===== config.mk =====
export PLATFORM = sky130hd
export DESIGN_NAME = transaction_slot_pool_lookup_top
export DESIGN_NICKNAME = d
export VERILOG_FILES = /design/src/hw/rtl/tspl_pkg.sv /design/src/hw/rtl/tspl_key_store.sv /design/src/hw/rtl/transaction_slot_pool_lookup_top.sv
export SDC_FILE = /design/constraint.sdc
export NUM_CORES = 2
export LEC_CHECK = 0
export BUFFER_PORTS_ARGS = -buffer_cell sky130_fd_sc_hd__buf_2
export CORE_MARGIN = 10
export CORE_UTILIZATION = 40
export DETAILED_ROUTE_END_ITERATION = 8
export PLACE_DENSITY = 0.58
export SYNTH_ARGS = -nofsm -noshare
export SYNTH_HDL_FRONTEND = slang
export SYNTH_SLANG_ARGS = --single-unit
export TNS_END_PERCENT = 20

===== constraint.sdc =====
create_clock -name aclk -period 21.7 [get_ports aclk]
set_input_delay 2.17 -clock aclk [delete_from_list [all_inputs] [get_ports aclk]]
set_output_delay 2.17 -clock aclk [all_outputs]
set_load 0.005 [all_outputs]

===== src/hw/rtl/tspl_pkg.sv =====
package tspl_pkg;

    localparam int SLOT_COUNT = 16;
    localparam int KEY_BYTES = 16;
    localparam int SLOT_W = $clog2(SLOT_COUNT);
    localparam int LINK_W = $clog2(SLOT_COUNT + 1);
    localparam int KEY_W = 64;

    localparam logic [LINK_W-1:0] NULL_SLOT = LINK_W'(SLOT_COUNT);

    localparam int LOW_KEY_BITS = (KEY_BYTES - 8) * 8;
    localparam logic [KEY_W-1:0] LOW_KEY_MASK =
        (LOW_KEY_BITS >= KEY_W) ? {KEY_W{1'b1}} :
        (LOW_KEY_BITS == 0) ? {KEY_W{1'b0}} :
        ~((KEY_W'(1) << (KEY_W - LOW_KEY_BITS)) - KEY_W'(1));

    localparam logic [2:0] ACT_ALLOC = 3'd0;
    localparam logic [2:0] ACT_FREE = 3'd1;
    localparam logic [2:0] ACT_INSERT = 3'd2;
    localparam logic [2:0] ACT_REMOVE = 3'd3;
    localparam logic [2:0] ACT_FIND = 3'd4;
    localparam logic [2:0] ACT_INIT = 3'd5;

    localparam logic [1:0] STS_OK = 2'd0;
    localparam logic [1:0] STS_MISS = 2'd1;
    localparam logic [1:0] STS_REFUSED = 2'd2;

    localparam logic [1:0] COND_FREE = 2'd0;
    localparam logic [1:0] COND_ALLOC = 2'd1;
    localparam logic [1:0] COND_ACTIVE = 2'd2;

    typedef struct packed {
        logic              wr;
        logic              clr;
        logic              clr_all;
        logic [SLOT_W-1:0] addr;
    } key_ctrl_t;

endpackage


===== src/hw/rtl/tspl_key_store.sv =====
module tspl_key_store
    import tspl_pkg::*;
(
    input  logic              aclk,
    input  logic              aresetn,
    input  key_ctrl_t         ctrl,
    input  logic [KEY_W-1:0]  wr_high,
    input  logic [KEY_W-1:0]  wr_low,
    input  logic [SLOT_W-1:0] rd_addr,
    input  logic [KEY_W-1:0]  cmp_high,
    input  logic [KEY_W-1:0]  cmp_low,
    output logic              hit
);

    logic [KEY_W-1:0]      high_reg [SLOT_COUNT];
    logic [KEY_W-1:0]      low_reg [SLOT_COUNT];
    logic [SLOT_COUNT-1:0] valid_reg;
    logic [KEY_W-1:0]      rd_high;
    logic [KEY_W-1:0]      rd_low;

    // An entry that is not valid reads as the cleared ID of all zeros.
    always_ff @(posedge aclk) begin
        if (!aresetn || ctrl.clr_all) begin
            valid_reg <= '0;
        end else if (ctrl.wr) begin
            valid_reg[ctrl.addr] <= 1'b1;
        end else if (ctrl.clr) begin
            valid_reg[ctrl.addr] <= 1'b0;
        end
    end

    always_ff @(posedge aclk) begin
        if (ctrl.wr) begin
            high_reg[ctrl.addr] <= wr_high;
            low_reg[ctrl.addr] <= wr_low;
        end
    end

    assign rd_high = valid_reg[rd_addr] ? high_reg[rd_addr] : '0;
    assign rd_low = valid_reg[rd_addr] ? low_reg[rd_addr] : '0;
    assign hit = (rd_high == cmp_high) && ((rd_low & LOW_KEY_MASK) == cmp_low);

endmodule


===== src/hw/rtl/transaction_slot_pool_lookup_top.sv =====
// Slot pool with ID lookup. Each input word carries one action (allocate, free, insert,
// remove, find or reinitialize) and produces exactly one result word with a status and a
// slot index. Allocate, free, insert, reinitialize, a refused word and a remove of the list
// head pass from acceptance through the execute state to the result register; find and an
// accepted remove of any other slot walk the active list one slot per cycle through the
// single link and ID read port, visiting at most SLOT_COUNT slots. The block accepts one
// word at a time and is ready again once the result has been moved into the output register.
module transaction_slot_pool_lookup_top
    import tspl_pkg::*;
(
    input  logic         aclk,
    input  logic         aresetn,
    input  logic         s_tvalid,
    output logic         s_tready,
    // action[2:0], slot_index[6:3], key_high[70:7], key_low[134:71], zero fill.
    input  logic [135:0] s_tdata,
    output logic         m_tvalid,
    input  logic         m_tready,
    // status[1:0], result_index[5:2], zero fill.
    output logic [7:0]   m_tdata
);

    localparam logic [2:0] ST_IDLE = 3'd0;
    localparam logic [2:0] ST_EXEC = 3'd1;
    localparam logic [2:0] ST_FIND = 3'd2;
    localparam logic [2:0] ST_UNLINK = 3'd3;
    localparam logic [2:0] ST_RESP = 3'd4;

    logic [2:0]        state_reg, state_next;
    logic [2:0]        act_reg;
    logic [SLOT_W-1:0] idx_reg;
    logic [KEY_W-1:0]  kh_reg, kl_reg;
    logic [LINK_W-1:0] cur_reg, cur_next;
    logic [LINK_W-1:0] cnt_reg, cnt_next;
    logic [LINK_W-1:0] succ_reg, succ_next;
    logic [1:0]        status_reg, status_next;
    logic [SLOT_W-1:0] result_reg, result_next;
    logic              m_valid_reg;
    logic [1:0]        m_status_reg;
    logic [SLOT_W-1:0] m_result_reg;

    logic [LINK_W-1:0] free_link_reg [SLOT_COUNT];
    logic [LINK_W-1:0] active_link_reg [SLOT_COUNT];
    logic [1:0]        cond_reg [SLOT_COUNT];
    logic [LINK_W-1:0] free_top_reg, free_top_next;
    logic [LINK_W-1:0] head_reg, head_next;

    logic              init_en;
    logic              fl_we;
    logic [SLOT_W-1:0] fl_addr;
    logic [LINK_W-1:0] fl_data;
    logic              al_we;
    logic [SLOT_W-1:0] al_addr;
    logic [LINK_W-1:0] al_data;
    logic              al_clr;
    logic              cond_we;
    logic [SLOT_W-1:0] cond_addr;
    logic [1:0]        cond_data;

    logic              accept;
    logic              idx_ok;
    logic              cur_null;
    logic [SLOT_W-1:0] cur_idx;
    logic [SLOT_W-1:0] top_idx;
    logic [SLOT_W-1:0] al_rd_addr;
    logic [LINK_W-1:0] al_rd;
    logic              key_hit;
    key_ctrl_t         key_ctrl;

    assign accept = s_tvalid && s_tready;
    assign s_tready = (state_reg == ST_IDLE);
    assign idx_ok = ({1'b0, idx_reg} < LINK_W'(SLOT_COUNT));
    assign cur_null = (cur_reg >= LINK_W'(SLOT_COUNT)) || (cnt_reg == LINK_W'(SLOT_COUNT));
    assign cur_idx = cur_reg[SLOT_W-1:0];
    assign top_idx = free_top_reg[SLOT_W-1:0];
    assign al_rd_addr = (state_reg == ST_EXEC) ? idx_reg : cur_idx;
    assign al_rd = active_link_reg[al_rd_addr];

    tspl_key_store u_key_store (
        .aclk     (aclk),
        .aresetn  (aresetn),
        .ctrl     (key_ctrl),
        .wr_high  (kh_reg),
        .wr_low   (kl_reg),
        .rd_addr  (cur_idx),
        .cmp_high (kh_reg),
        .cmp_low  (kl_reg),
        .hit      (key_hit)
    );

    always_comb begin
        state_next = state_reg;
        cur_next = cur_reg;
        cnt_next = cnt_reg;
        succ_next = succ_reg;
        status_next = status_reg;
        result_next = result_reg;
        free_top_next = free_top_reg;
        head_next = head_reg;
        init_en = 1'b0;
        fl_we = 1'b0;
        fl_addr = idx_reg;
        fl_data = NULL_SLOT;
        al_we = 1'b0;
        al_addr = cur_idx;
        al_data = NULL_SLOT;
        al_clr = 1'b0;
        cond_we = 1'b0;
        cond_addr = idx_reg;
        cond_data = COND_FREE;
        key_ctrl = '{wr: 1'b0, clr: 1'b0, clr_all: 1'b0, addr: idx_reg};
        case (state_reg)
            ST_IDLE: begin
                if (accept) begin
                    state_next = ST_EXEC;
                end
            end
            ST_EXEC: begin
                status_next = STS_OK;
                result_next = '0;
                state_next = ST_RESP;
                case (act_reg)
                    ACT_ALLOC: begin
                        if (free_top_reg >= LINK_W'(SLOT_COUNT)) begin
                            status_next = STS_MISS;
                        end else begin
                            free_top_next = free_link_reg[top_idx];
                            fl_we = 1'b1;
                            fl_addr = top_idx;
                            fl_data = NULL_SLOT;
                            cond_we = 1'b1;
                            cond_addr = top_idx;
                            cond_data = COND_ALLOC;
                            result_next = top_idx;
                        end
                    end
                    ACT_FREE: begin
                        if (!idx_ok || cond_reg[idx_reg] != COND_ALLOC) begin
                            status_next = STS_REFUSED;
                        end else begin
                            key_ctrl.clr = 1'b1;
                            al_clr = 1'b1;
                            fl_we = 1'b1;
                            fl_data = free_top_reg;
                            free_top_next = {1'b0, idx_reg};
                            cond_we = 1'b1;
                            cond_data = COND_FREE;
                        end
                    end
                    ACT_INSERT: begin
                        if (!idx_ok || cond_reg[idx_reg] != COND_ALLOC) begin
                            status_next = STS_REFUSED;
                        end else begin
                            key_ctrl.wr = 1'b1;
                            al_we = 1'b1;
                            al_addr = idx_reg;
                            al_data = head_reg;
                            head_next = {1'b0, idx_reg};
                            cond_we = 1'b1;
                            cond_data = COND_ACTIVE;
                        end
                    end
                    ACT_REMOVE: begin
                        if (!idx_ok || cond_reg[idx_reg] != COND_ACTIVE) begin
                            status_next = STS_REFUSED;
                        end else begin
                            cond_we = 1'b1;
                            cond_data = COND_ALLOC;
                            succ_next = al_rd;
                            if (head_reg == {1'b0, idx_reg}) begin
                                head_next = al_rd;
                                al_clr = 1'b1;
                            end else begin
                                cur_next = head_reg;
                                cnt_next = '0;
                                state_next = ST_UNLINK;
                            end
                        end
                    end
                    ACT_FIND: begin
                        cur_next = head_reg;
                        cnt_next = '0;
                        state_next = ST_FIND;
                    end
                    ACT_INIT: begin
                        init_en = 1'b1;
                        key_ctrl.clr_all = 1'b1;
                        free_top_next = LINK_W'(SLOT_COUNT - 1);
                        head_next = NULL_SLOT;
                    end
                    default: begin
                        status_next = STS_REFUSED;
                    end
                endcase
            end
            ST_FIND: begin
                if (cur_null) begin
                    status_next = STS_MISS;
                    state_next = ST_RESP;
                end else if (key_hit) begin
                    result_next = cur_idx;
                    state_next = ST_RESP;
                end else begin
                    cur_next = al_rd;
                    cnt_next = cnt_reg + 1'b1;
                end
            end
            ST_UNLINK: begin
                if (cur_null) begin
                    state_next = ST_RESP;
                end else if (al_rd == {1'b0, idx_reg}) begin
                    al_we = 1'b1;
                    al_addr = cur_idx;
                    al_data = succ_reg;
                    al_clr = 1'b1;
                    state_next = ST_RESP;
                end else begin
                    cur_next = al_rd;
                    cnt_next = cnt_reg + 1'b1;
                end
            end
            ST_RESP: begin
                if (!m_valid_reg || m_tready) begin
                    state_next = ST_IDLE;
                end
            end
            default: begin
                state_next = ST_IDLE;
            end
        endcase
    end

    always_ff @(posedge aclk) begin
        if (!aresetn) begin
            state_reg <= ST_IDLE;
            cur_reg <= NULL_SLOT;
            cnt_reg <= '0;
            free_top_reg <= LINK_W'(SLOT_COUNT - 1);
            head_reg <= NULL_SLOT;
            m_valid_reg <= 1'b0;
        end else begin
            state_reg <= state_next;
            cur_reg <= cur_next;
            cnt_reg <= cnt_next;
            free_top_reg <= free_top_next;
            head_reg <= head_next;
            if (state_reg == ST_RESP && (!m_valid_reg || m_tready)) begin
                m_valid_reg <= 1'b1;
            end else if (m_tready) begin
                m_valid_reg <= 1'b0;
            end
        end
    end

    always_ff @(posedge aclk) begin
        if (accept) begin
            act_reg <= s_tdata[2:0];
            idx_reg <= s_tdata[6:3];
            kh_reg <= s_tdata[70:7];
            kl_reg <= s_tdata[134:71] & LOW_KEY_MASK;
        end
        succ_reg <= succ_next;
        status_reg <= status_next;
        result_reg <= result_next;
        if (state_reg == ST_RESP && (!m_valid_reg || m_tready)) begin
            m_status_reg <= status_reg;
            m_result_reg <= (status_reg == STS_OK) ? result_reg : '0;
        end
    end

    always_ff @(posedge aclk) begin
        if (!aresetn || init_en) begin
            for (int i = 0; i < SLOT_COUNT; i++) begin
                free_link_reg[i] <= (i == 0) ? NULL_SLOT : LINK_W'(i - 1);
                active_link_reg[i] <= NULL_SLOT;
                cond_reg[i] <= COND_FREE;
            end
        end else begin
            if (fl_we) begin
                free_link_reg[fl_addr] <= fl_data;
            end
            if (al_clr) begin
                active_link_reg[idx_reg] <= NULL_SLOT;
            end
            if (al_we) begin
                active_link_reg[al_addr] <= al_data;
            end
            if (cond_we) begin
                cond_reg[cond_addr] <= cond_data;
            end
        end
    end

    assign m_tvalid = m_valid_reg;
    assign m_tdata = {2'b00, m_result_reg, m_status_reg};

`ifndef SYNTHESIS
    a_top_is_free: assert property (@(posedge aclk) disable iff (!aresetn)
        (free_top_reg < LINK_W'(SLOT_COUNT)) |-> (cond_reg[top_idx] == COND_FREE))
        else $error("free stack top is not a free slot");

    a_head_is_active: assert property (@(posedge aclk) disable iff (!aresetn)
        (head_reg < LINK_W'(SLOT_COUNT)) |-> (cond_reg[head_reg[SLOT_W-1:0]] == COND_ACTIVE))
        else $error("active list head is not an active slot");

    a_walk_bounded: assert property (@(posedge aclk) disable iff (!aresetn)
        cnt_reg <= LINK_W'(SLOT_COUNT))
        else $error("list walk ran past the pool size");

    a_miss_index_zero: assert property (@(posedge aclk) disable iff (!aresetn)
        (m_valid_reg && m_status_reg != STS_OK) |-> (m_result_reg == '0))
        else $error("nonzero index with a failing status");
`endif

endmodule


# After elaboration in Yosys (flattened, before gate mapping)
# Memories as Yosys holds them, arrays and structs flattened. A register that Yosys moved wholly into a read port is not among the register bits.
# Index checks and enable logic that the tools add are counted.
[totals] reg_bits=192 ram_bits=2240 input_bits=140 output_inout_bits=10 elab_cells=224 n_memories=5
[memory_table] memory="u_key_store.high_reg" depth=16 word_bits=64 read_ports=1 rd_clocked_by_memory_dff=1 wr=1 line_no="tspl_key_store.sv:15" source="logic [KEY_W-1:0] high_reg [SLOT_COUNT];"
[memory_table] memory="u_key_store.low_reg" depth=16 word_bits=64 read_ports=1 rd_clocked_by_memory_dff=1 wr=1 line_no="tspl_key_store.sv:16" source="logic [KEY_W-1:0] low_reg [SLOT_COUNT];"
[memory_table] memory="active_link_reg" depth=16 word_bits=5 read_ports=1 rd_clocked_by_memory_dff=0 wr=16 line_no="transaction_slot_pool_lookup_top.sv:43" source="logic [LINK_W-1:0] active_link_reg [SLOT_COUNT];"
[memory_table] memory="free_link_reg" depth=16 word_bits=5 read_ports=1 rd_clocked_by_memory_dff=1 wr=16 line_no="transaction_slot_pool_lookup_top.sv:42" source="logic [LINK_W-1:0] free_link_reg [SLOT_COUNT];"
[memory_table] memory="cond_reg" depth=16 word_bits=2 read_ports=1 rd_clocked_by_memory_dff=1 wr=16 line_no="transaction_slot_pool_lookup_top.sv:44" source="logic [1:0] cond_reg [SLOT_COUNT];"
[classes] addsub=1 order_cmp=5 eq_ne=34 mux=127 bitwise=4 n_reduce_logical=32
[ops] operator="5-bit 2-to-1 mux" n=26
[ops] operator="64-bit equality test" n=2
[ops] operator="64-bit 2-to-1 mux" n=2
[ops] operator="4-bit 2-to-1 mux" n=22
[ops] operator="5-bit case mux with 3 select lines" n=4
[ops] operator="1-bit 2-to-1 mux" n=40
[ops] operator="16-bit 2-to-1 mux" n=2
[ops] operator="5-bit case mux with 2 select lines" n=3
[ops] operator="3-bit 2-to-1 mux" n=9
[ops] operator="2-bit inequality test (second input constant)" n=13
[ops] operator="16-bit AND" n=1
[ops] operator="16-bit inverter" n=1
[ops] operator="16-bit OR" n=1
[ops] operator="3-bit case mux with 5 select lines" n=1
[ops] operator="5-bit OR reduction" n=3
[ops] operator="3-bit by 2-bit equality test with 1-bit output (second input constant)" n=4
[ops] operator="2-bit 2-to-1 mux" n=6
[ops] operator="3-bit inequality test (second input constant)" n=4
[ops] operator="5-bit by 4-bit equality test with 1-bit output" n=2
[ops] operator="5-bit greater-or-equal comparator (second input constant)" n=2
[ops] operator="4-bit by 5-bit < comparator with 1-bit output (second input constant)" n=2
[ops] operator="3-bit equality test (second input constant)" n=3
[ops] operator="3-bit nonzero test" n=3
[ops] operator="1-bit case mux with 2 select lines" n=4
[ops] operator="27 further kinds" n=43

# Longest topological paths before layout
# An unclocked memory read counts as a cell.
[depth] ltp_word=12 ltp_mapped=20 ltp_nobuf=12

# Hierarchy
# Synthesis repeated with hierarchy kept, for this count alone.
[hier_totals] cells_unflattened=5389 area_unflattened_um2=99825.7
[modules_own_cells] mod="tspl_key_store" instances=1 cells_each=4114 area_per_inst_um2=82889.5 seq_area_each_um2=61819.3
[modules_own_cells] mod="transaction_slot_pool_lookup_top" instances=1 cells_each=1275 area_per_inst_um2=16936.2 seq_area_each_um2=10970.5

# Worst setup path after synthesis
# No wires, ideal clock.
[synth_timing] path_kind="reg2reg" startpoint="register (tool-made name)" endpoint="memory u_key_store.high_reg[10][0] (enable)" setup_ps=774 t_arrival_ps=11322 path_slack_ps=9604 path_stages_with_launch=8 cell_sequence="dfxtp_1 > clkbuf_1 > mux4_2 > mux4_2 > nor2b_1 > nand3_1 > clkbuf_1 > nor3_1"
[synth_lines] item="end, declared" line_no="tspl_key_store.sv:15"

==> impl_metrics.py <==
metrics = {
    "outcome": {
        "result_of_the_run": "complete, no violations",
    },
    "floorplan": {
        "initial_core_util": 0.402,
        "dieHeight_um": 515,
        "design.die.area_um2": 265000,
        "placement_rows": 181,
        "ios": 150,
        "dieWidth_um": 515,
        "core-area_um2": 244000,
    },
    "grt": {
        "global_route.usage.total": 0.192,
        "grt_antenna_before_repair": 30,
        "grt_start_max_net_pins": 107,
        "overflow": 0,
        "first_global_vias": 52700,
        "global_route_wire_length_before_repair_um": 375000,
    },
    "sta": {
        "worst_pin_slew_ns": 1.22,
        "finalSetupViolations": 0,
        "fin_tns_setup_ns": 0,
        "timing.clock.skew_ns": 0.0701,
        "worst_hold_slack_ns": 0.486,
        "max_freq_mhz": 122,
        "setup_ws_ns": 13.53,
        "maxSlewViolCount": 0,
        "hold_viol_final": 0,
        "worst_slew_margin_rel": 0.180,
        "portion_of_the_clock_cycle_consumed_by_the_worst_path_in_the_final_layout": 0.377,
        "rsz_0062_raised_after_global_routing": "no",
        "fin_crit_ns": 8.17,
    },
    "pwr": {
        "p_leak_nw": 33.9,
        "max-vdd-ir-drop_mv": 0.0867,
        "power.density_nw_per_um2": 91.7,
    },
    "drt": {
        "drt_iter0_drc": 5337,
        "finalWirelength_um": 259000,
        "dr_total_vias": 52000,
        "drt_pre_antenna_iters": 5,
        "ant_nets": 0,
        "wl_per_cell_um": 29.3,
        "post-route-drc-count": 0,
        "detail_route.vias_per_cell": 5.88,
    },
    "clocking": {
        "post_cts_resize_count": 0,
        "post_cts_setup_bufs": 0,
        "clk-insertion-delay-late_ns": 0.94,
        "cts.hold.buffers_added": 0,
        "cts_sinks": 2444,
        "tritoncts": "done",
        "cts-htree-levels": 5,
        "clkSlewWorstSetupHoldPaths_ns": 0.06,
        "clk_path_buf_depth": 4,
        "clockRootBuffer": "clkbuf_16",
        "cts_inserted_buffers": 279,
    },
    "synth": {
        "yosys_warnings": 0,
        "synth.avg_cell_area_um2": 18.9,
        "syn_inst": 5184,
        "post_synth_most_frequent_cells": "2392 x edfxtp_1, 439 x mux4_2, 292 x nor2_1",
        "synthTopCellsByArea": "edfxtp_1 73%, mux4_2 10%, mux2i_1 3.0%",
        "ys_async_sr_fraction": 0,
        "seq_area_frac_synth": 0.743,
        "synth_top_area_cell": "edfxtp_1",
        "yosysTopAreaCellShare": 0.733,
        "synth-edff-count": 2392,
        "yosys_register_bits": 2444,
        "ys_dominant_reg_cell": "edfxtp_1",
        "synth_area_um2": 98000,
        "post-synth-top-count-cell": "edfxtp_1",
        "synthDistinctLibCells": 98,
    },
    "placement": {
        "preCtsSetupSlack_ns": 13.36,
        "hpwlAfterDp_um": 137000,
        "count_of_input_and_output_buffers": 146,
        "routabilityCongestion": 0.805,
        "placed_cells": 8369,
    },
    "setup_path": {
        "endpoint_kind_of_the_worst_setup_timing_path": "flip-flop",
        "criticalPathCategory": "reg -> reg",
        "worst-r2r-setup-slack_ns": 13.53,
        "rr_worst_depth": 15,
        "cp-endpoint": "result_reg[3]",
        "reg2reg_to": "result_reg[3]",
        "cp.required_ns": 22.24,
        "crit_fanout": 50,
        "cp-start-kind": "flip-flop",
        "timing.critical_path.arrival_ns": 8.71,
    },
    "finish": {
        "nNetsFinal": 5590,
        "fraction_of_final_layout_cells_with_drive_strength_greater_than_1": 0.205,
        "finalNonFillerCells": 8854,
        "syn2layout_area_growth_pct": 13.2,
        "fillers": 20700,
    },
    "worst_hold_path": {
        "hp-class": "reg -> reg",
    },
    "flow_run": {
        "drv_cap": 0,
    },
}
[layer usage]
layer,vias to the layer above,GRT usage,wire (µm)
met4,8,0.0476,6130
li1,21900,-,-
met1,27800,0.270,112000
met5,-,0,63
met3,451,0.0290,15200
met2,1827,0.313,125000
[worst min-delay path by stage]
stage | to | slack (ns) | depth (start not counted)
floorplan | m_status_reg[1] | 0.43 | 0
global placement | flip-flop | 0.46 | 2
detailed placement | flip-flop | 0.48 | 2
CTS | flip-flop | 0.49 | 2
global route | flip-flop | 0.51 | 2
finish | flip-flop | 0.49 | 2
[cell usage in the layout, fill, tap and decap left out, types with 23 or more instances in the layout]
| cell | count |
|---|---|
| dfxtp_1 | 48 |
| buf_2 | 146 |
| nand2_1 | 231 |
| buf_4 | 106 |
| a22oi_1 | 87 |
| bufinv_16 | 23 |
| nand4_1 | 28 |
| nor2b_1 | 30 |
| o21ai_0 | 123 |
| xor2_1 | 25 |
| inv_1 | 37 |
| xnor2_1 | 34 |
| mux2i_1 | 291 |
| clkinv_2 | 36 |
| nor2_1 | 289 |
| clkbuf_16 | 284 |
| edfxtp_1 | 2392 |
| mux4_2 | 439 |
| a21oi_1 | 94 |
| nor3_1 | 47 |
| o22ai_1 | 26 |
| mux2_2 | 26 |
| clkbuf_1 | 66 |
| a22o_1 | 32 |
| a211oi_1 | 37 |
| nand2b_1 | 29 |
| clkinv_1 | 48 |
| a221oi_1 | 101 |
| nand3_1 | 64 |
[worst max-delay path, cell delays in order (launching register included)]
cell	delay, ns
dfxtp_4	0.75
buf_4	0.86
buf_4	0.73
buf_4	0.64
buf_4	0.77
mux4_2	0.58
or2_2	0.29
a21oi_1	0.21
nor2_1	0.10
o21a_1	0.17
o311ai_0	0.34
o21a_1	0.29
nand4_1	0.39
nor4_4	0.90
nand3_1	0.17
a21oi_1	0.42
[logic make-up after synthesis]
group,Yosys count,synth area share
AOI/OAI and AO/OA,706,0.0525
adders and majority gates,2,0.000255
buffers and inverters,328,0.0184
muxes,771,0.138
and+or+nand+nor,873,0.0428
DFF,2444,0.743
other,1,0.0000382
xor gates and xnor gates,59,0.00527
[final cells by class]
type	instances	area, µm²	area share
clock buffers	354	7410	0.0667
flip-flops and latches	2444	72900	0.657
multi-input cells	2413	23500	0.212
inverters	46	225	0.00203
well taps	3202	4010	0.0361
diodes	5	12.5	0.000113
clock inverters	126	1220	0.0110
repair buffers	264	1770	0.0159
[through the flow]
stage	util	total power [mW]	instance area (µm²)
floorplan	-	5.62	98100
global placement	0.420	5.76	102000
detailed placement	0.420	5.77	102000
CTS	0.456	10.3	111000
global route	0.456	10.5	111000
finish	0.456	10.2	111000
[report_power, final]
group          total [mW]  switching (mW)  internal [mW]
Sequential           5.34          0.0978           5.24
Combinational       0.335           0.203          0.132
Clock                4.51            1.83           2.68
(Power assumes the default switching activity.)
